$ cat src/design/plic_pkg.sv
package plic_pkg;

    localparam int SOURCES_DEF   = 64;
    localparam int PRIO_BITS_DEF = 3;

    localparam int OP_W       = 2;
    localparam int ADDR_W     = 22;
    localparam int DATA_W     = 32;
    localparam int SRC_PORT_W = 6;

    localparam logic [OP_W-1:0] OP_READ  = 2'd0;
    localparam logic [OP_W-1:0] OP_WRITE = 2'd1;
    localparam logic [OP_W-1:0] OP_RAISE = 2'd2;

    localparam logic [ADDR_W-1:0] PENDING_BASE   = 22'h001000;
    localparam logic [ADDR_W-1:0] ENABLE_BASE    = 22'h002000;
    localparam logic [ADDR_W-1:0] CONTEXT_STRIDE = 22'h000080;
    localparam logic [ADDR_W-1:0] THRESHOLD_ADDR = 22'h200000;
    localparam logic [ADDR_W-1:0] CLAIM_ADDR     = 22'h200004;

    typedef logic [3:0] t_kind;

    localparam t_kind K_NONE     = 4'd0;
    localparam t_kind K_PRIO_RD  = 4'd1;
    localparam t_kind K_PRIO_WR  = 4'd2;
    localparam t_kind K_PEND_RD  = 4'd3;
    localparam t_kind K_EN_RD    = 4'd4;
    localparam t_kind K_EN_WR    = 4'd5;
    localparam t_kind K_THR_RD   = 4'd6;
    localparam t_kind K_THR_WR   = 4'd7;
    localparam t_kind K_CLAIM    = 4'd8;
    localparam t_kind K_COMPLETE = 4'd9;
    localparam t_kind K_RAISE    = 4'd10;

    typedef struct packed {
        t_kind      kind;
        logic [4:0] bit_pos;
    } t_req;

endpackage

$ cat src/design/plic_decode.sv
module plic_decode
    import plic_pkg::*;
#(
    parameter int SOURCES = SOURCES_DEF
) (
    input  logic [OP_W-1:0]       i_operation,
    input  logic [ADDR_W-1:0]     i_address,
    input  logic [DATA_W-1:0]     i_write_data,
    input  logic [SRC_PORT_W-1:0] i_source,
    output t_req                  o_req,
    output logic [$clog2(SOURCES)-1:0] o_src_idx,
    output logic [((SOURCES+31)/32 > 1 ? $clog2((SOURCES+31)/32) : 1)-1:0] o_word_idx
);

    localparam int SRC_W   = $clog2(SOURCES);
    localparam int WORDS   = (SOURCES + 31) / 32;
    localparam int WORD_AW = WORDS > 1 ? $clog2(WORDS) : 1;

    localparam logic [ADDR_W-1:0] PRIO_END = ADDR_W'(4 * SOURCES);
    localparam logic [ADDR_W-1:0] PEND_END = PENDING_BASE + ADDR_W'(4 * WORDS);
    localparam logic [ADDR_W-1:0] EN_END   = ENABLE_BASE + CONTEXT_STRIDE;

    logic [ADDR_W-1:0] a;
    logic              in_prio;
    logic              prio_nz;
    logic              in_pend;
    logic              in_en;
    logic              cpl_ok;
    logic              src_ok;
    logic              word_from_addr;
    logic [SRC_W-1:0]  src_idx;
    t_kind             req_kind;

    assign a       = {i_address[ADDR_W-1:2], 2'b00};
    assign in_prio = a < PRIO_END;
    assign prio_nz = a[SRC_W+1:2] != '0;
    assign in_pend = a inside {[PENDING_BASE:PEND_END-1]};
    // enable block is 32 words wide, only the first WORDS are backed
    assign in_en   = (a inside {[ENABLE_BASE:EN_END-1]}) && (32'(a[6:2]) < 32'(WORDS));
    assign cpl_ok  = (i_write_data != '0) && (i_write_data < 32'(SOURCES));
    assign src_ok  = (i_source != '0) && (32'(i_source) < 32'(SOURCES));

    always_comb begin
        req_kind = K_NONE;
        src_idx  = a[SRC_W+1:2];
        case (i_operation)
            OP_READ: begin
                if (in_prio) begin
                    if (prio_nz) req_kind = K_PRIO_RD;
                end else if (in_pend) begin
                    req_kind = K_PEND_RD;
                end else if (in_en) begin
                    req_kind = K_EN_RD;
                end else if (a == THRESHOLD_ADDR) begin
                    req_kind = K_THR_RD;
                end else if (a == CLAIM_ADDR) begin
                    req_kind = K_CLAIM;
                end
            end
            OP_WRITE: begin
                if (in_prio) begin
                    if (prio_nz) req_kind = K_PRIO_WR;
                end else if (in_en) begin
                    req_kind = K_EN_WR;
                end else if (a == THRESHOLD_ADDR) begin
                    req_kind = K_THR_WR;
                end else if (a == CLAIM_ADDR && cpl_ok) begin
                    req_kind = K_COMPLETE;
                    src_idx  = SRC_W'(i_write_data);
                end
            end
            OP_RAISE: begin
                if (src_ok) begin
                    req_kind = K_RAISE;
                    src_idx  = SRC_W'(i_source);
                end
            end
            default: req_kind = K_NONE;
        endcase
    end

    assign word_from_addr = (req_kind == K_PEND_RD) || (req_kind == K_EN_RD) ||
                            (req_kind == K_EN_WR);

    assign o_src_idx  = src_idx;
    assign o_word_idx = word_from_addr ? WORD_AW'(a[6:2]) : WORD_AW'(src_idx >> 5);
    assign o_req      = '{kind: req_kind, bit_pos: 5'(src_idx)};

endmodule

$ cat src/design/plic_scan.sv
module plic_scan
    import plic_pkg::*;
#(
    parameter int SOURCES   = SOURCES_DEF,
    parameter int PRIO_BITS = PRIO_BITS_DEF
) (
    input  logic                       i_clk,
    input  logic                       i_init,
    input  logic [PRIO_BITS-1:0]       i_thr,
    input  logic                       i_cmp,
    input  logic                       i_hit,
    input  logic [$clog2(SOURCES)-1:0] i_idx,
    input  logic [PRIO_BITS-1:0]       i_prio,
    output logic [$clog2(SOURCES)-1:0] o_best
);

    logic [$clog2(SOURCES)-1:0] r_best;
    logic [PRIO_BITS-1:0]       r_best_prio;

    // strict compare keeps the lowest id on ties, since ids arrive ascending
    always_ff @(posedge i_clk) begin
        if (i_init) begin
            r_best      <= '0;
            r_best_prio <= i_thr;
        end else if (i_cmp && i_hit && (i_prio > r_best_prio)) begin
            r_best      <= i_idx;
            r_best_prio <= i_prio;
        end
    end

    assign o_best = r_best;

endmodule

$ cat src/design/platform_interrupt_controller_core.sv
// Flow: a request is read from the RAMs in S_RD, written back in S_WR, then a
// priority scan runs; a claim that finds a source runs the scan twice.
// One request is handled at a time, as o_ready is high only in S_IDLE; the
// scan reads one source per cycle through the priority RAM port.
// Reset: synchronous, active low; afterwards a clearing pass zeroes the RAMs,
// with o_ready low until it ends.
module platform_interrupt_controller_core
    import plic_pkg::*;
#(
    parameter int SOURCES   = SOURCES_DEF,
    parameter int PRIO_BITS = PRIO_BITS_DEF
) (
    input  logic                  i_clk,
    input  logic                  i_rst_n,
    input  logic                  i_valid,
    output logic                  o_ready,
    input  logic [OP_W-1:0]       i_operation,
    input  logic [ADDR_W-1:0]     i_address,
    input  logic [DATA_W-1:0]     i_write_data,
    input  logic [SRC_PORT_W-1:0] i_source,
    output logic                  o_valid,
    input  logic                  i_ready,
    output logic [DATA_W-1:0]     o_read_data,
    output logic                  o_interrupt_request
);

    localparam int SRC_W   = $clog2(SOURCES);
    localparam int WORDS   = (SOURCES + 31) / 32;
    localparam int WORD_AW = WORDS > 1 ? $clog2(WORDS) : 1;

    localparam logic [SRC_W-1:0] LAST = SRC_W'(SOURCES - 1);
    localparam logic [SRC_W-1:0] FIRST = SRC_W'(1);

    localparam logic [2:0] S_CLEAR    = 3'd0;
    localparam logic [2:0] S_IDLE     = 3'd1;
    localparam logic [2:0] S_RD       = 3'd2;
    localparam logic [2:0] S_WR       = 3'd3;
    localparam logic [2:0] S_SCAN     = 3'd4;
    localparam logic [2:0] S_CLAIM_RD = 3'd5;
    localparam logic [2:0] S_CLAIM_WR = 3'd6;
    localparam logic [2:0] S_DONE     = 3'd7;

    function automatic logic [WORD_AW-1:0] word_of(input logic [SRC_W-1:0] idx);
        return WORD_AW'(idx >> 5);
    endfunction

    // storage
    logic [PRIO_BITS-1:0] prio_mem  [SOURCES];
    logic [31:0]          pend_mem  [WORDS];
    logic [31:0]          en_mem    [WORDS];
    logic [31:0]          insvc_mem [WORDS];

    logic [PRIO_BITS-1:0] r_prio_q;
    logic [31:0]          r_pend_q;
    logic [31:0]          r_en_q;
    logic [31:0]          r_insvc_q;

    // sequencer
    logic [2:0]           r_state;
    logic [SRC_W-1:0]     r_idx;
    logic                 r_issue;
    logic                 r_cmp_v;
    logic [SRC_W-1:0]     r_cmp_idx;
    logic                 r_claim;
    logic [PRIO_BITS-1:0] r_thr;
    logic [PRIO_BITS-1:0] n_thr;

    t_req                 r_req;
    logic [SRC_W-1:0]     r_src_idx;
    logic [WORD_AW-1:0]   r_word_idx;
    logic [DATA_W-1:0]    r_data;
    logic [DATA_W-1:0]    r_rd;
    logic                 r_irq;

    logic                 r_o_valid;
    logic [DATA_W-1:0]    r_o_read_data;
    logic                 r_o_irq;

    t_req                 dec_req;
    logic [SRC_W-1:0]     dec_src_idx;
    logic [WORD_AW-1:0]   dec_word_idx;

    logic [SRC_W-1:0]     best;
    logic                 scan_init;
    logic                 scan_hit;
    logic [4:0]           cmp_bit;

    logic [SRC_W-1:0]     prio_raddr;
    logic [WORD_AW-1:0]   word_raddr;
    logic                 prio_we;
    logic [SRC_W-1:0]     prio_waddr;
    logic [PRIO_BITS-1:0] prio_wdata;
    logic                 clr_row;
    logic [WORD_AW-1:0]   word_waddr;
    logic                 pend_we;
    logic [31:0]          pend_wdata;
    logic                 en_we;
    logic [31:0]          en_wdata;
    logic                 insvc_we;
    logic [31:0]          insvc_wdata;
    logic [31:0]          req_oh;
    logic [31:0]          best_oh;
    logic [31:0]          en_mask;
    logic                 accept;

    plic_decode #(
        .SOURCES(SOURCES)
    ) u_decode (
        .i_operation (i_operation),
        .i_address   (i_address),
        .i_write_data(i_write_data),
        .i_source    (i_source),
        .o_req       (dec_req),
        .o_src_idx   (dec_src_idx),
        .o_word_idx  (dec_word_idx)
    );

    assign cmp_bit  = 5'(r_cmp_idx);
    assign scan_hit = r_pend_q[cmp_bit] & r_en_q[cmp_bit];
    assign scan_init = (r_state == S_WR) || (r_state == S_CLAIM_WR);
    assign n_thr = (r_state == S_WR && r_req.kind == K_THR_WR) ?
                   r_data[PRIO_BITS-1:0] : r_thr;

    plic_scan #(
        .SOURCES  (SOURCES),
        .PRIO_BITS(PRIO_BITS)
    ) u_scan (
        .i_clk (i_clk),
        .i_init(scan_init),
        .i_thr (n_thr),
        .i_cmp (r_cmp_v),
        .i_hit (scan_hit),
        .i_idx (r_cmp_idx),
        .i_prio(r_prio_q),
        .o_best(best)
    );

    assign accept  = i_valid && (r_state == S_IDLE);
    assign req_oh  = 32'd1 << r_req.bit_pos;
    assign best_oh = 32'd1 << 5'(best);

    // source zero and ids from SOURCES up never get an enable bit
    always_comb begin
        for (int b = 0; b < 32; b++) begin
            en_mask[b] = ({r_word_idx, 5'(b)} != '0) &&
                         (32'({r_word_idx, 5'(b)}) < 32'(SOURCES));
        end
    end

    always_comb begin
        prio_raddr = (r_state == S_SCAN) ? r_idx : r_src_idx;
        if (r_state == S_SCAN) begin
            word_raddr = word_of(r_idx);
        end else if (r_state == S_CLAIM_RD) begin
            word_raddr = word_of(best);
        end else begin
            word_raddr = r_word_idx;
        end
    end

    always_comb begin
        clr_row     = (r_state == S_CLEAR) && (32'(r_idx) < 32'(WORDS));
        prio_we     = (r_state == S_CLEAR) || (r_state == S_WR && r_req.kind == K_PRIO_WR);
        prio_waddr  = (r_state == S_CLEAR) ? r_idx : r_src_idx;
        prio_wdata  = (r_state == S_CLEAR) ? '0 : r_data[PRIO_BITS-1:0];
        word_waddr  = r_word_idx;
        pend_we     = 1'b0;
        pend_wdata  = '0;
        en_we       = 1'b0;
        en_wdata    = '0;
        insvc_we    = 1'b0;
        insvc_wdata = '0;
        case (r_state)
            S_CLEAR: begin
                word_waddr = WORD_AW'(r_idx);
                pend_we    = clr_row;
                en_we      = clr_row;
                insvc_we   = clr_row;
            end
            S_WR: begin
                case (r_req.kind)
                    K_RAISE: begin
                        // gateway holds a source that is in service
                        pend_we    = !r_insvc_q[r_req.bit_pos];
                        pend_wdata = r_pend_q | req_oh;
                    end
                    K_EN_WR: begin
                        en_we    = 1'b1;
                        en_wdata = r_data & en_mask;
                    end
                    K_COMPLETE: begin
                        insvc_we    = 1'b1;
                        insvc_wdata = r_insvc_q & ~req_oh;
                    end
                    default: pend_we = 1'b0;
                endcase
            end
            S_CLAIM_WR: begin
                word_waddr  = word_of(best);
                pend_we     = 1'b1;
                pend_wdata  = r_pend_q & ~best_oh;
                insvc_we    = 1'b1;
                insvc_wdata = r_insvc_q | best_oh;
            end
            default: pend_we = 1'b0;
        endcase
    end

    always_ff @(posedge i_clk) begin
        if (prio_we) prio_mem[prio_waddr] <= prio_wdata;
        if (pend_we) pend_mem[word_waddr] <= pend_wdata;
        if (en_we) en_mem[word_waddr] <= en_wdata;
        if (insvc_we) insvc_mem[word_waddr] <= insvc_wdata;
    end

    always_ff @(posedge i_clk) begin
        r_prio_q  <= prio_mem[prio_raddr];
        r_pend_q  <= pend_mem[word_raddr];
        r_en_q    <= en_mem[word_raddr];
        r_insvc_q <= insvc_mem[word_raddr];
    end

    always_ff @(posedge i_clk) begin
        if (!i_rst_n) begin
            r_state   <= S_CLEAR;
            r_idx     <= '0;
            r_issue   <= 1'b0;
            r_cmp_v   <= 1'b0;
            r_claim   <= 1'b0;
            r_thr     <= '0;
            r_o_valid <= 1'b0;
        end else begin
            if (r_o_valid && i_ready && (r_state != S_DONE)) r_o_valid <= 1'b0;
            r_thr <= n_thr;
            case (r_state)
                S_CLEAR: begin
                    if (r_idx == LAST) begin
                        r_state <= S_IDLE;
                    end else begin
                        r_idx <= r_idx + 1'b1;
                    end
                end
                S_IDLE: begin
                    if (accept) begin
                        r_req      <= dec_req;
                        r_src_idx  <= dec_src_idx;
                        r_word_idx <= dec_word_idx;
                        r_data     <= i_write_data;
                        r_state    <= S_RD;
                    end
                end
                S_RD: r_state <= S_WR;
                S_WR: begin
                    case (r_req.kind)
                        K_PRIO_RD: r_rd <= DATA_W'(r_prio_q);
                        K_PEND_RD: r_rd <= r_pend_q;
                        K_EN_RD:   r_rd <= r_en_q;
                        K_THR_RD:  r_rd <= DATA_W'(r_thr);
                        default:   r_rd <= '0;
                    endcase
                    r_claim <= (r_req.kind == K_CLAIM);
                    r_idx   <= FIRST;
                    r_issue <= 1'b1;
                    r_cmp_v <= 1'b0;
                    r_state <= S_SCAN;
                end
                S_SCAN: begin
                    r_cmp_v   <= r_issue;
                    r_cmp_idx <= r_idx;
                    if (r_issue) begin
                        if (r_idx == LAST) begin
                            r_issue <= 1'b0;
                        end else begin
                            r_idx <= r_idx + 1'b1;
                        end
                    end else if (!r_cmp_v) begin
                        // last compare has landed in the scan unit
                        if (r_claim && best != '0) begin
                            r_rd    <= DATA_W'(best);
                            r_claim <= 1'b0;
                            r_state <= S_CLAIM_RD;
                        end else begin
                            r_irq   <= best != '0;
                            r_state <= S_DONE;
                        end
                    end
                end
                S_CLAIM_RD: r_state <= S_CLAIM_WR;
                S_CLAIM_WR: begin
                    r_idx   <= FIRST;
                    r_issue <= 1'b1;
                    r_cmp_v <= 1'b0;
                    r_state <= S_SCAN;
                end
                S_DONE: begin
                    if (!r_o_valid || i_ready) begin
                        r_o_valid     <= 1'b1;
                        r_o_read_data <= r_rd;
                        r_o_irq       <= r_irq;
                        r_state       <= S_IDLE;
                    end
                end
                default: r_state <= S_IDLE;
            endcase
        end
    end

    assign o_ready             = (r_state == S_IDLE);
    assign o_valid             = r_o_valid;
    assign o_read_data         = r_o_read_data;
    assign o_interrupt_request = r_o_irq;

endmodule

$ cat config.mk
export PLATFORM = sky130hd
export DESIGN_NAME = platform_interrupt_controller_core
export DESIGN_NICKNAME = d
export VERILOG_FILES = /design/src/design/plic_pkg.sv /design/src/design/plic_decode.sv /design/src/design/plic_scan.sv /design/src/design/platform_interrupt_controller_core.sv
export SDC_FILE = /design/constraint.sdc
export NUM_CORES = 1
export LEC_CHECK = 0
export ABC_AREA = 1
export BUFFER_PORTS_ARGS = -buffer_cell sky130_fd_sc_hd__buf_2
export CAP_MARGIN = 20
export CORE_MARGIN = 5
export CORE_UTILIZATION = 37
export CTS_CLUSTER_DIAMETER = 60
export DETAILED_ROUTE_END_ITERATION = 8
export PLACE_DENSITY = 0.52
export SETUP_SLACK_MARGIN = 0.02
export SYNTH_ARGS = -nofsm -noshare
export SYNTH_HDL_FRONTEND = slang
export SYNTH_HIERARCHICAL = 1
export SYNTH_SLANG_ARGS = --single-unit
$ cat constraint.sdc
create_clock -name i_clk -period 8.73 [get_ports i_clk]
set_input_delay 0.873 -clock i_clk [delete_from_list [all_inputs] [get_ports i_clk]]
set_output_delay 0.873 -clock i_clk [all_outputs]
set_load 0.05 [all_outputs]
### Word level (Yosys, flattened, before mapping)

Memory sizes are Yosys's and may differ from the RTL's. A register that Yosys moved wholly into a read port is not among the register bits.
Cells that the tools add are included.

* flip-flop bits (word level): 145
* memory bits (writable): 384
* word-level logic and storage cells: 202
* memories kept: 4

* $add $sub $neg: 1
* order comparisons: 11
* equality and inequality tests: 33
* shifts and indexed selects: 2
* multiplexer cells: 81
* bitwise gates (word level): 11
* reductions and logical operators: 40

Memory list
* prio_mem: words 64, width 3, read ports 1, clocked after Yosys merged registers in 1, write ports 1, line platform_interrupt_controller_core.sv:48 `logic [PRIO_BITS-1:0] prio_mem [SOURCES];`
* en_mem: words 2, width 32, read ports 1, clocked after Yosys merged registers in 1, write ports 1, line platform_interrupt_controller_core.sv:50 `logic [31:0] en_mem [WORDS];`
* insvc_mem: words 2, width 32, read ports 1, clocked after Yosys merged registers in 1, write ports 1, line platform_interrupt_controller_core.sv:51 `logic [31:0] insvc_mem [WORDS];`
* pend_mem: words 2, width 32, read ports 1, clocked after Yosys merged registers in 1, write ports 1, line platform_interrupt_controller_core.sv:49 `logic [31:0] pend_mem [WORDS];`

Operators by type and width (number)
* 32-bit 2-to-1 mux: 7
* 32-bit one-hot mux with 2 select lines: 3
* 32-bit one-hot mux with 4 select lines: 1
* 32-bit bitwise AND: 3
* 32-bit inverter: 2
* 32-bit OR: 2
* 1-bit by 5-bit << shifter with 32-bit output, first input constant: 2
* 6-bit 2-to-1 mux: 9
* 20-bit == test, second input constant: 2
* 4-bit 2-to-1 mux: 10
* 32-bit by 7-bit less-than comparator with 1-bit output, second input constant: 1
* 32-bit nonzero test: 1
* 3-bit 2-to-1 mux: 9
* 1-bit 2-to-1 mux: 26
* 4-bit by 3-bit == test with 1-bit output, second input constant: 6
* 22-bit by 13-bit greater-or-equal comparator with 1-bit output, second input constant: 1
* 22-bit by 14-bit greater-or-equal comparator with 1-bit output, second input constant: 1
* 22-bit by 13-bit less-or-equal comparator with 1-bit output, second input constant: 1
* 22-bit by 14-bit less-or-equal comparator with 1-bit output, second input constant: 1
* 22-bit by 9-bit less-than comparator with 1-bit output, second input constant: 1
* 3-bit one-hot mux with 7 select lines: 1
* 6-bit one-hot mux with 3 select lines: 1
* 6-bit nonzero test: 3
* 1-bit binary-select mux with 5-bit select: 3
* 36 further kinds: 82

### Longest topological paths before layout

Gate-level depths: netlist of the first run.

* word-level depth: 12
* gate-level depth with buffers: 16
* depth with buffers taken out: 14

### Cells and area by module

Netlist of the first run, hierarchy kept.

Modules (own cells, without submodules)
* platform_interrupt_controller_core: times used 1, cells an instance 2269, area an instance 25644.6 um^2, sequential area each 17436.7 um^2
* plic_decode: times used 1, cells an instance 171, area an instance 935.9 um^2, sequential area each 0.0 um^2
* plic_scan: times used 1, cells an instance 70, area an instance 521.8 um^2, sequential area each 210.2 um^2

### Worst setup path after synthesis of the first run

No wires, ideal clock.

* kind: register -> register
* start: register r_req[1] (netlist name)
* end: memory pend_mem[0][0] (enable)
* setup time: 432 ps
* arrival: 2963 ps
* data required time: 8298 ps
* slack: 5335 ps
* cell stages (with the launch flop): 10
* path buffers: 0
* cells stage by stage: edfxtp_1 > nand2_1 > clkinv_1 > a21oi_1 > nand4_1 > nand3_1 > nand3_1 > nand2_1 > nand2_1 > a21oi_1

* cells in the longest elaborated chain, start to end: 7

RTL lines
* start, declared: line platform_interrupt_controller_core.sv:68 `t_req r_req;`
* start signal, assigned: line platform_interrupt_controller_core.sv:245 `r_req <= dec_req;`
* 1-bit binary-select mux with 5-bit select: line platform_interrupt_controller_core.sv:184 `pend_we = !r_insvc_q[r_req.bit_pos];`
* 1-bit 2-to-1 mux (not written as such): line platform_interrupt_controller_core.sv:184
* 1-bit logical NOT: line platform_interrupt_controller_core.sv:184
* 1-bit 2-to-1 mux: line platform_interrupt_controller_core.sv:181 `case (r_req.kind)`
* 1-bit one-hot mux with 3 select lines: line platform_interrupt_controller_core.sv:173 `case (r_state)`
* 1-bit 2-to-1 mux: line platform_interrupt_controller_core.sv:211 `if (pend_we) pend_mem[word_waddr] <= pend_wdata;`
* 1-bit 2-to-1 mux (not written as such): line platform_interrupt_controller_core.sv:211
* end, declared: line platform_interrupt_controller_core.sv:49

No other way between the ends. The select of a mux whose other input is x is not followed.

### Worst setup path in the final report of the first run

* start: register r_state[2]
* end: memory insvc_mem[1][27] (enable)

* cells in the longest elaborated chain, start to end: 5
* elaborated cells on any way between the ends: 8
* classes of those cells: eq/ne (2); mux (4); reduce/logical (2)

RTL lines
* start, declared: line platform_interrupt_controller_core.sv:59 `logic [2:0] r_state;`
* start signal, assigned: line platform_interrupt_controller_core.sv:225 `r_state <= S_CLEAR;`
* start signal, assigned: line platform_interrupt_controller_core.sv:238 `r_state <= S_IDLE;`
* start signal, assigned: line platform_interrupt_controller_core.sv:249 `r_state <= S_RD;`
* 3-bit logical NOT: line platform_interrupt_controller_core.sv:162, platform_interrupt_controller_core.sv:173
* 1-bit logical AND: line platform_interrupt_controller_core.sv:162 `clr_row = (r_state == S_CLEAR) && (32'(r_idx) < 32'(WORDS));`
* 1-bit one-hot mux with 3 select lines: line platform_interrupt_controller_core.sv:173
* 1-bit 2-to-1 mux: line platform_interrupt_controller_core.sv:213 `if (insvc_we) insvc_mem[word_waddr] <= insvc_wdata;`
* 1-bit 2-to-1 mux (not written as such): line platform_interrupt_controller_core.sv:213
* end, declared: line platform_interrupt_controller_core.sv:51

Several ways; a longest one is shown, not always the timed one.

==> results of run 1 <==
[flip-flops by register name, indices dropped and copies added, names as in the netlist, 32 cells and up]
name / flops
prio_mem: 192
insvc_mem: 64
en_mem: 64
pend_mem: 64
r_en_q: 32
r_data: 32
r_pend_q: 32
r_insvc_q: 32
r_rd: 32
o_read_data: 32
[power by group through the flow]
stage / clock (mW) / sequential [mW] / combinational [mW]
5_1_grt: 2.97 / 4.86 / 2.59
4_1_cts: 2.83 / 4.79 / 2.38
3_3_place_gp: 0 / 4.82 / 2.33
3_5_place_dp: 0 / 4.85 / 2.37
6_report: 2.75 / 4.79 / 2.35
2_1_floorplan: 0 / 4.64 / 1.62
[path summary, 6_finish.rpt]
kind,endpoint,cells past startpoint,slack (ns),from
worst max-delay path,insvc_mem[1][27]$_DFFE_PP_,8,4.83,r_state[2]$_SDFFE_PN0P_
worst min-delay path,o_read_data[18]$_DFFE_PP_,0,0.41,r_rd[18]$_SDFFCE_PP0P_
worst max register to register,insvc_mem[1][27]$_DFFE_PP_,8,4.83,r_state[2]$_SDFFE_PN0P_
worst min register to register,o_read_data[18]$_DFFE_PP_,0,0.41,r_rd[18]$_SDFFCE_PP0P_
[logic make-up after synthesis]
logic type,Yosys count
DFF,628
adders and majority gates,8
and+or+nand+nor,1052
buffers and inverters,488
muxes,96
AOI/OAI and AO/OA,238
[per-stage QoR]
step	instance area (um^2)	util [%]	cells
2_1_floorplan	27100	-	2510
3_3_place_gp	28540	39.19	3488
3_5_place_dp	28540	39.19	3488
4_1_cts	30680	42.13	3613
5_1_grt	30730	42.19	3615
6_report	30730	42.19	3615
[cells in the mapped netlist (4+ instances only)]
cell type and instances:
a21oi_1 56, a22oi_1 7, a31o_2 10, a32o_1 15, buf_1 4, buf_2 34, buf_4 14, buf_6 8
clkbuf_1 43, clkinv_1 7, dfxtp_1 121, edfxtp_1 507, ha_1 8, inv_1 363, inv_2 13, mux2_1 35
mux2_2 61, nand2_1 408, nand2_2 16, nand2_4 4, nand3_1 325, nand3_2 4, nand4_1 24, nor2_1 204
nor2_2 15, nor2_4 9, nor3_1 7, nor4_1 17, o2111ai_1 4, o211ai_1 6, o21ai_0 91, o21ai_1 4
o21ai_2 7, o21bai_1 7, o22ai_1 4, o31ai_1 15
[layout by cell type, fill, tap and decap left out, types with 5 or more instances in the layout]
cell / count
nand2_2: 16
inv_2: 13
inv_1: 363
nor4_1: 17
a21oi_1: 54
a31o_2: 10
a32o_1: 15
mux2_1: 35
o21bai_1: 7
nor3_1: 7
clkbuf_16: 69
clkinv_1: 14
o21ai_0: 91
a22oi_1: 7
nand2_1: 407
nor2_2: 21
clkbuf_1: 21
nor2_4: 15
clkinv_2: 13
buf_4: 24
ha_1: 8
o21ai_2: 5
buf_2: 98
o211ai_1: 6
nand4_1: 24
nor2_1: 192
dfxtp_1: 121
o31ai_1: 15
mux2_2: 61
edfxtp_1: 507
nand3_1: 325
[critical path, cell delays in order (launching register included)]
cell and delay, ns:
dfxtp_1 0.59, inv_2 0.11, nand3_1 0.16, inv_2 0.08, nand2_1 0.45, clkinv_1 0.94
nor3_1 0.63, nor2_2 0.31, buf_4 0.34
[routing by layer]
metal	routed length (um)	vias to the layer above	track usage, %	share of wire (%)
met4	2375	2	6.177	3.4
met2	34640	458	30.16	50
met3	2870	131	2.579	4.2
met5	20	-	0	0.029
li1	-	8719	-	-
met1	29020	8867	21.85	42
[cell type report]
type / count / share of cell area, %
multi-input cells: 1394 / 24.66
repair buffers: 124 / 2.337
clock buffers: 92 / 5.965
inverters: 385 / 4.719
clock inverters: 33 / 0.9894
flip-flops and latches: 628 / 57.43
well taps: 959 / 3.905
==> run metrics, run 1 <==
Rel. slew slack=29.53%; P_sw=3.276 mW; Starting Density=37.21%; Core ar.=0.07283 mm^2; Die X=280.6 um; Register Area=0.01765 mm^2; Final WS setup=4.834 ns; Cell Int Power=6.618 mW; CTS hold repair buffers=0; Setup Skew=0.02325 ns; outcome=finished clean; initial antenna violation count=1; first-pass GRT wire length=104900 um; Leak=12.07 nW; CTS sink cnt=628; PortBufs=98; Yosys top cell area share=56.17%; fin nets=2675; Crit Path Class=reg -> reg; count of pins over their slew limit=0; total chip power=9.894 mW; all-layer global routing usage=17.25%; CP Max Fanout=25; largest net degree at the start of global routing=97; placement row count=99; Max-Cap Viols=0; Distinct cells, synth=54; DP Wirelength=45170 um; power per cell area=322.0 mW/mm^2; area of the multi-input gates=0.007577 mm^2; final setup violation count=0; CTS tree=done; fin crit period=3.896 ns; syn nets=2584; Hold Slack=0.4149 ns; routed len/inst=19.07 um; Total Wirelength=68940 um; sequential fraction of the synthesis area=65.11%; compound-gate portion of the synthesized area=5.508%; Num CTS Buffers=68; maximum clock path buffer count=3; Max H-tree Level=3; multiplexer share of the synthesized area=3.989%; Tcrit/Tclk final=44.63%; number of setup buffers added after CTS=0; Routed Antenna Nets=0; synth top area cells=edfxtp_1 (56%), dfxtp_1 (8.9%), nand3_1 (6.0%), nand2_1 (5.7%), inv_1 (5.0%); Synth area leader=edfxtp_1; vias in the first global route=17.99k; largest family of logic cells by synthesized area=simple AND/OR/NAND/NOR gates; FFs w/ async S/R, synth=0%; Layout area overhead=13.38%; post-synthesis adder-cell area fraction=0.3693%; cell area after synthesis=0.02710 mm^2; # diodes=0; height of the die=280.6 um; mean number of vias per cell=5.028; vias post-DR=18.18k; clock power share=27.8%; Reg clk slew, reported paths=0.06 ns; Yosys Warn Count=6; drt first pass iters=8; Main synth FF type=edfxtp_1; # IOs=101; RSZ-0062 raised after global routing=false; Synth Area in Simple Gates=17.67%; Worst Setup End Kind=register; EDFF count, synth=507; maximum vdd drop=0.2487 mV; Synth Area in XOR/XNOR=0%; Post-Place Setup Slack=4.858 ns; clock latency on the worst-skew pair=0.60 ns; GRT overflow=0; Crit path arrival time=4.22 ns; Seq pwr share=48.4%; Fillers=7006; Syn Inst Count=2510; final hold vios=0; required time of the critical path=9.05 ns; DRC viols=0; Root Driver=clkbuf_16; Comb pwr share=23.8%; Sw Ratio=33.12%; Hold Crit Class=reg -> reg; DRT iter0 DRCs=1271; layout cells sized above 1=14.76%; worst slew pin tran=1.056 ns; Startpoint Class=register; post-synthesis register bit count=628; Die ar.=0.07876 mm^2; Fin Setup TNS=0 ns; Routability Congestion=0.8496; post_cts resized=0; fmax=256.7 MHz; mean area per synthesized cell=10.80 um^2
Power figures use the tool's default switching activity.
==> inputs of run 2 (changes only) <==
Settings changed: ABC_AREA 1 to 0.
Clock period 8.73 ns to 3.93 ns, I/O delays scaled along.
==> run 2 against run 1 <==
Against the previous run: non-clock buffer count grew 70; sequential share of layout area grew 0.068 points; global-route usage grew 0.34 points; final cell count shrank 14%; first-iteration DRC count grew 5.8%; utilization grew 1.6 points; hold slack lost 0.26 ns; design area shrank 0.12%.
==> run metrics, run 2 <==
outcome=finished clean; Routability Congestion=0.8455; Reg clk slew, reported paths=0.06 ns; count of pins over their slew limit=0; Leak=10.68 nW; R2R cell count=9; Rel. slew slack=35.71%; DRT iter0 DRCs=1345; all-layer global routing usage=17.58%; vias in the first global route=16.81k; initial antenna violation count=0; placement row count=97; Max-Cap Viols=0; Syn Inst Count=1949; cell area after synthesis=0.02620 mm^2; top-count cell post-synth=edfxtp_1; required time of the critical path=4.47 ns; Worst Setup SP=r_state[2]$_SDFFE_PN0P_; Max H-tree Level=3; Num CTS Buffers=71; fin nets=2171; Top reg by flops=prio_mem; drt first pass iters=5; # IOs=101; post_cts resized=0; vias post-DR=16.76k; WP buf/inv=3; Root Driver=clkbuf_16; mean number of vias per cell=5.413; FF-to-FF Start=r_state[2]$_SDFFE_PN0P_; Starting Density=37.35%; height of the die=276.1 um; Fillers=6456; worst slew pin tran=0.9621 ns; FFs w/ async S/R, synth=0%; commonest cells in the netlist=edfxtp_1 (507), nor2_1 (178), nand2_1 (144); EDFF count, synth=507; most frequent cells in the layout=edfxtp_1 (507), nor2_1 (171), nand2_1 (144); commonest non-fill, non-tap cell in the layout=edfxtp_1; DRC viols=0; Layout area overhead=17.15%; number of flip-flops in the largest register=192; Crit path arrival time=3.68 ns; Yosys top cell area share=58.11%; Distinct cells, synth=78; Final Non-Filler Cells=3096; worst r2r dst=r_prio_q[1]$_DFF_P_; largest net degree at the start of global routing=46; first-pass GRT wire length=104700 um; GRT overflow=0; critical path depth in cells=9; RSZ-0062 raised after global routing=false; Die X=276.1 um; layout cells sized above 1=20.27%; Total Wirelength=69160 um; crit-path cells=buf_4 > nor4bb_2 > buf_4 > a21o_1 > buf_4 > mux2i_1 > a2111oi_1 > o2111ai_1 > nor3_2; total chip power=14.64 mW; Synth area leader=edfxtp_1; Slowest Stage Delay on Critical Path=0.71 ns; Hold Path Origin=i_rst_n; maximum clock path buffer count=3; routed len/inst=22.34 um; DP Wirelength=46140 um; sequential fraction of the synthesis area=67.36%; # diodes=0; maximum vdd drop=0.3125 mV; Startpoint Class=register; Yosys Warn Count=6; critical-path cell with the highest stage delay=a2111oi_1; Setup Skew=0.02404 ns; CP top delay family=compound AO/OA/AOI/OAI gates; mean area per synthesized cell=13.44 um^2; PortBufs=98; Critical Path Sink=r_prio_q[1]$_DFF_P_; Core ar.=0.07015 mm^2; clock latency on the worst-skew pair=0.61 ns; Routed Antenna Nets=0; CP Max Fanout=18; fmax=318.0 MHz; CTS tree=done; Die ar.=0.07623 mm^2; placed cell count=2932; Crit path top cell by count=buf_4; setup slack, reg-to-reg=0.79 ns; CTS sink cnt=628; syn nets=2023; fin crit period=3.144 ns; synth top area cells=edfxtp_1 (58%), dfxtp_1 (9.2%), mux2_2 (4.5%), mux2i_1 (2.7%), a21oi_1 (2.6%); post-synthesis register bit count=628; final setup violation count=0; Tcrit/Tclk final=80.01%; final hold vios=0; Hold Crit Class=in -> reg; Main synth FF type=edfxtp_1; power per cell area=477.0 mW/mm^2; Crit Path Class=reg -> reg; Worst Setup End Kind=register
-- run 2: cell types whose count changed after synthesis, moves of 35 or more --
| cell | previous run | this run |
|---|---|---|
| a21oi_1 | 56 | 134 |
| and2_1 | 0 | 40 |
| clkbuf_1 | 43 | 82 |
| inv_1 | 363 | 24 |
| mux2_1 | 35 | 0 |
| mux2_2 | 61 | 104 |
| mux2i_1 | 0 | 70 |
| nand2_1 | 408 | 144 |
| nand3_1 | 325 | 37 |
-- run 2: per-stage QoR --
step / worst slack [ns] / util, % / instance area, um^2 / hold WS [ns] / TNS, ns
after global routing: 0.5989 / 43.75 / 30690 / 0.1642 / 0
after CTS: 0.7535 / 43.75 / 30690 / 0.1181 / 0
final: 0.7857 / 43.75 / 30690 / 0.1556 / 0
after floorplan: -0.2519 / - / 26200 / 0.4003 / -16.12
after global placement: 0.7748 / 39.90 / 27990 / 0.4072 / 0
after detailed placement: 0.7613 / 39.90 / 27990 / 0.4045 / 0
-- run 2: where the power goes --
| group | total (mW) | switching (mW) | leakage (nW) | internal (mW) |
|---|---|---|---|---|
| combinational | 0.460 | 0.281 | 3.72 | 0.179 |
| clock | 6.70 | 2.69 | 1.15 | 4.00 |
| sequential | 7.48 | 0.0923 | 5.82 | 7.39 |
-- run 2: area by class of cell --
| class | instances | area (um^2) | share of cell area [%] |
|---|---|---|---|
| well taps | 940 | 1176 | 3.832 |
| clock buffers | 98 | 1962 | 6.392 |
| clock inverters | 34 | 424.2 | 1.382 |
| flip-flops and latches | 628 | 17650 | 57.49 |
| repair buffers | 194 | 1366 | 4.452 |
| multi-input cells | 1178 | 8028 | 26.15 |
| inverters | 24 | 90.09 | 0.2935 |
-- run 2: worst min-delay path by stage --
stage,cells past startpoint,slack [ns],end
CTS,2,0.12,r_idx[0]$_SDFFE_PN0P_
finish,2,0.16,r_idx[0]$_SDFFE_PN0P_
global route,2,0.16,r_claim$_SDFFE_PN0N_
global placement,0,0.41,o_read_data[10]$_DFFE_PP_
floorplan,0,0.40,o_interrupt_request$_DFFE_PP_
detailed placement,0,0.40,o_read_data[28]$_DFFE_PP_
-- run 2: metal layers --
layer  wire [um]  track usage, %
met1       31460           25.08
met5           0               0
met2       31390           27.26
met3        4423           3.442
met4        1878           5.699
-- run 2: cell families after synthesis --
kind of cell	after synthesis	share of synthesized area (%)
flops	628	67.36
simple gates	572	11.12
compound gates	402	9.981
mux	191	8.544
buf+inv	143	2.450
fa+ha+maj	8	0.3821
xor+xnor	5	0.1671
-- run 2: repair_timing --
item,CTS,global route
endpoints found under the hold margin,32,0
setup buffers,0,0
setup endpoints to repair,0,0
hold buffers,32,0
==> inputs of run 3 (changes only) <==
Settings changed: PLACE_DENSITY 0.52 to 0.54.
Clock period 3.93 ns to 2.7 ns, I/O delays scaled along.
==> run 3 against run 2 <==
Against the previous run: hold slack got worse by 0.10 ns; utilization increased by 1.2 points; worst setup slack lost 0.72 ns; critical path depth fell by 1; first-iteration DRC count rose by 18%; routed wire length increased by 0.58%; non-clock buffer count up 84; global-route usage about the same; design area grew 2.7%; critical path type unchanged; largest cell class unchanged.
==> run metrics, run 3 (same netlist as run 2, synthesis figures left out) <==
Final WS setup=0.06386 ns; met1 wire length=31570 um; DP Wirelength=47090 um; Die X=276.1 um; Rel. slew slack=43.79%; final setup violation count=0; worst r2r dst=pend_mem[1][24]$_DFFE_PP_; CTS tree=done; Hold Path Origin=i_address[5]; most frequent cells in the layout=edfxtp_1 (507), nor2_1 (172), nand2_1 (143); Setup Skew=0.04016 ns; first-pass GRT wire length=105700 um; Worst Setup End Kind=register; FF-to-FF Start=r_req[0]$_DFFE_PP_; Final Non-Filler Cells=3178; met2 wire len=31760 um; Reg clk slew, reported paths=0.06 ns; Die ar.=0.07623 mm^2; Layout area overhead=20.29%; GRT overflow=0; mean number of vias per cell=5.448; Crit Path Class=reg -> reg; placed cell count=3009; clock latency on the worst-skew pair=0.63 ns; Crit path arrival time=2.94 ns; DRT iter0 DRCs=1583; routed wl met3=4804 um; drt first pass iters=5; Top reg by flops=prio_mem; Layout Utilization=44.93%; Core ar.=0.07015 mm^2; vias post-DR=17.31k; DRC viols=0; commonest non-fill, non-tap cell in the layout=edfxtp_1; Fillers=6385; Tcrit/Tclk final=97.63%; Num CTS Buffers=71; setup slack, reg-to-reg=0.06 ns; routed len/inst=21.89 um; CTS sink cnt=628; total chip power=21.01 mW; fin crit period=2.636 ns; Leak=11.12 nW; Total Wirelength=69550 um; Routed Antenna Nets=0; count of pins over their slew limit=0; outcome=finished clean; fin nets=2255; Root Driver=clkbuf_16; Hold Slack=0.05302 ns; placement row count=97; Max-Cap Viols=0; RSZ-0062 raised after global routing=true; # diodes=0; Hold Crit Class=in -> reg; all-layer global routing usage=17.61%; initial antenna violation count=2; top layer in use=met5; # IOs=101; Routability Congestion=0.8360; required time of the critical path=3.01 ns; Starting Density=37.35%; height of the die=276.1 um; Worst Setup SP=r_req[0]$_DFFE_PP_; largest net degree at the start of global routing=65; maximum vdd drop=0.5400 mV; Max H-tree Level=3; vias in the first global route=17.21k; fmax=379.3 MHz; PortBufs=98; R2R cell count=8; layout cells sized above 1=23.86%; final hold vios=0; Post-Place Setup Slack=-0.1573 ns; Critical Path Sink=pend_mem[1][24]$_DFFE_PP_; maximum clock path buffer count=3; power per cell area=666.6 mW/mm^2; Startpoint Class=register; CP Max Fanout=24; number of flip-flops in the largest register=192; worst slew pin tran=0.8357 ns
## run 3: timing repair
action                                 4_1_cts  5_1_grt
cloned                                       1        2
pin swaps                                    1        8
endpoints found under the hold margin       32        0
setup buffers                                5        1
hold buffers                                32        0
resized for setup                            5       23
setup endpoints to repair                   26       73
## run 3: per-layer routing
metal,vias to the layer above,GRT usage [%]
met3,106,3.375
li1,7871,-
met2,644,27.41
met4,2,4.610
met1,8690,25.53
met5,-,0
## run 3: cell type report
cell class / instances / area [um^2] / share of cell area [%]
clock buffer: 96 / 1963 / 6.229
clock inverter: 34 / 314.1 / 0.9965
inverter: 24 / 90.09 / 0.2859
multi-input combinational: 1178 / 8143 / 25.84
sequential: 628 / 17650 / 55.99
tap: 940 / 1176 / 3.732
timing repair buffer: 278 / 2182 / 6.924
## run 3: through the flow
stage | setup TNS [ns] | area (um^2)
2_1_floorplan | -36.68 | 26290
3_3_place_gp | -0.1973 | 28760
3_5_place_dp | -0.1573 | 28760
4_1_cts | 0 | 31430
5_1_grt | -0.02188 | 31520
6_report | 0 | 31520
## run 3: how the worst min path moves through the flow
stage	end	slack [ns]	cells past startpoint
after detailed placement	o_read_data[16]$_DFFE_PP_	0.40	0
final	r_req[3]$_DFFE_PP_	0.05	2
after global routing	r_src_idx[4]$_DFFE_PP_	0.06	2
after global placement	o_read_data[12]$_DFFE_PP_	0.40	0
after CTS	r_claim$_SDFFE_PN0N_	0.02	2
after floorplan	r_data[0]$_DFFE_PP_	0.37	0
## run 3: report_power, final
part	total [mW]	leakage [nW]	internal, mW	switching (mW)
sequential	10.9	5.82	10.8	0.168
combinational	0.745	4.20	0.321	0.424
clock	9.34	1.11	5.53	3.81
total	21.0	11.1	16.6	4.40
## run 3: critical path, stage by stage (launching register included)
cell and delay (ns):
edfxtp_1 0.42, buf_12 0.17, buf_4 0.13, mux4_2 0.41, mux2i_1 0.20, a21oi_2 0.12, or3_4 0.40, a31oi_4 0.23
buf_12 0.21
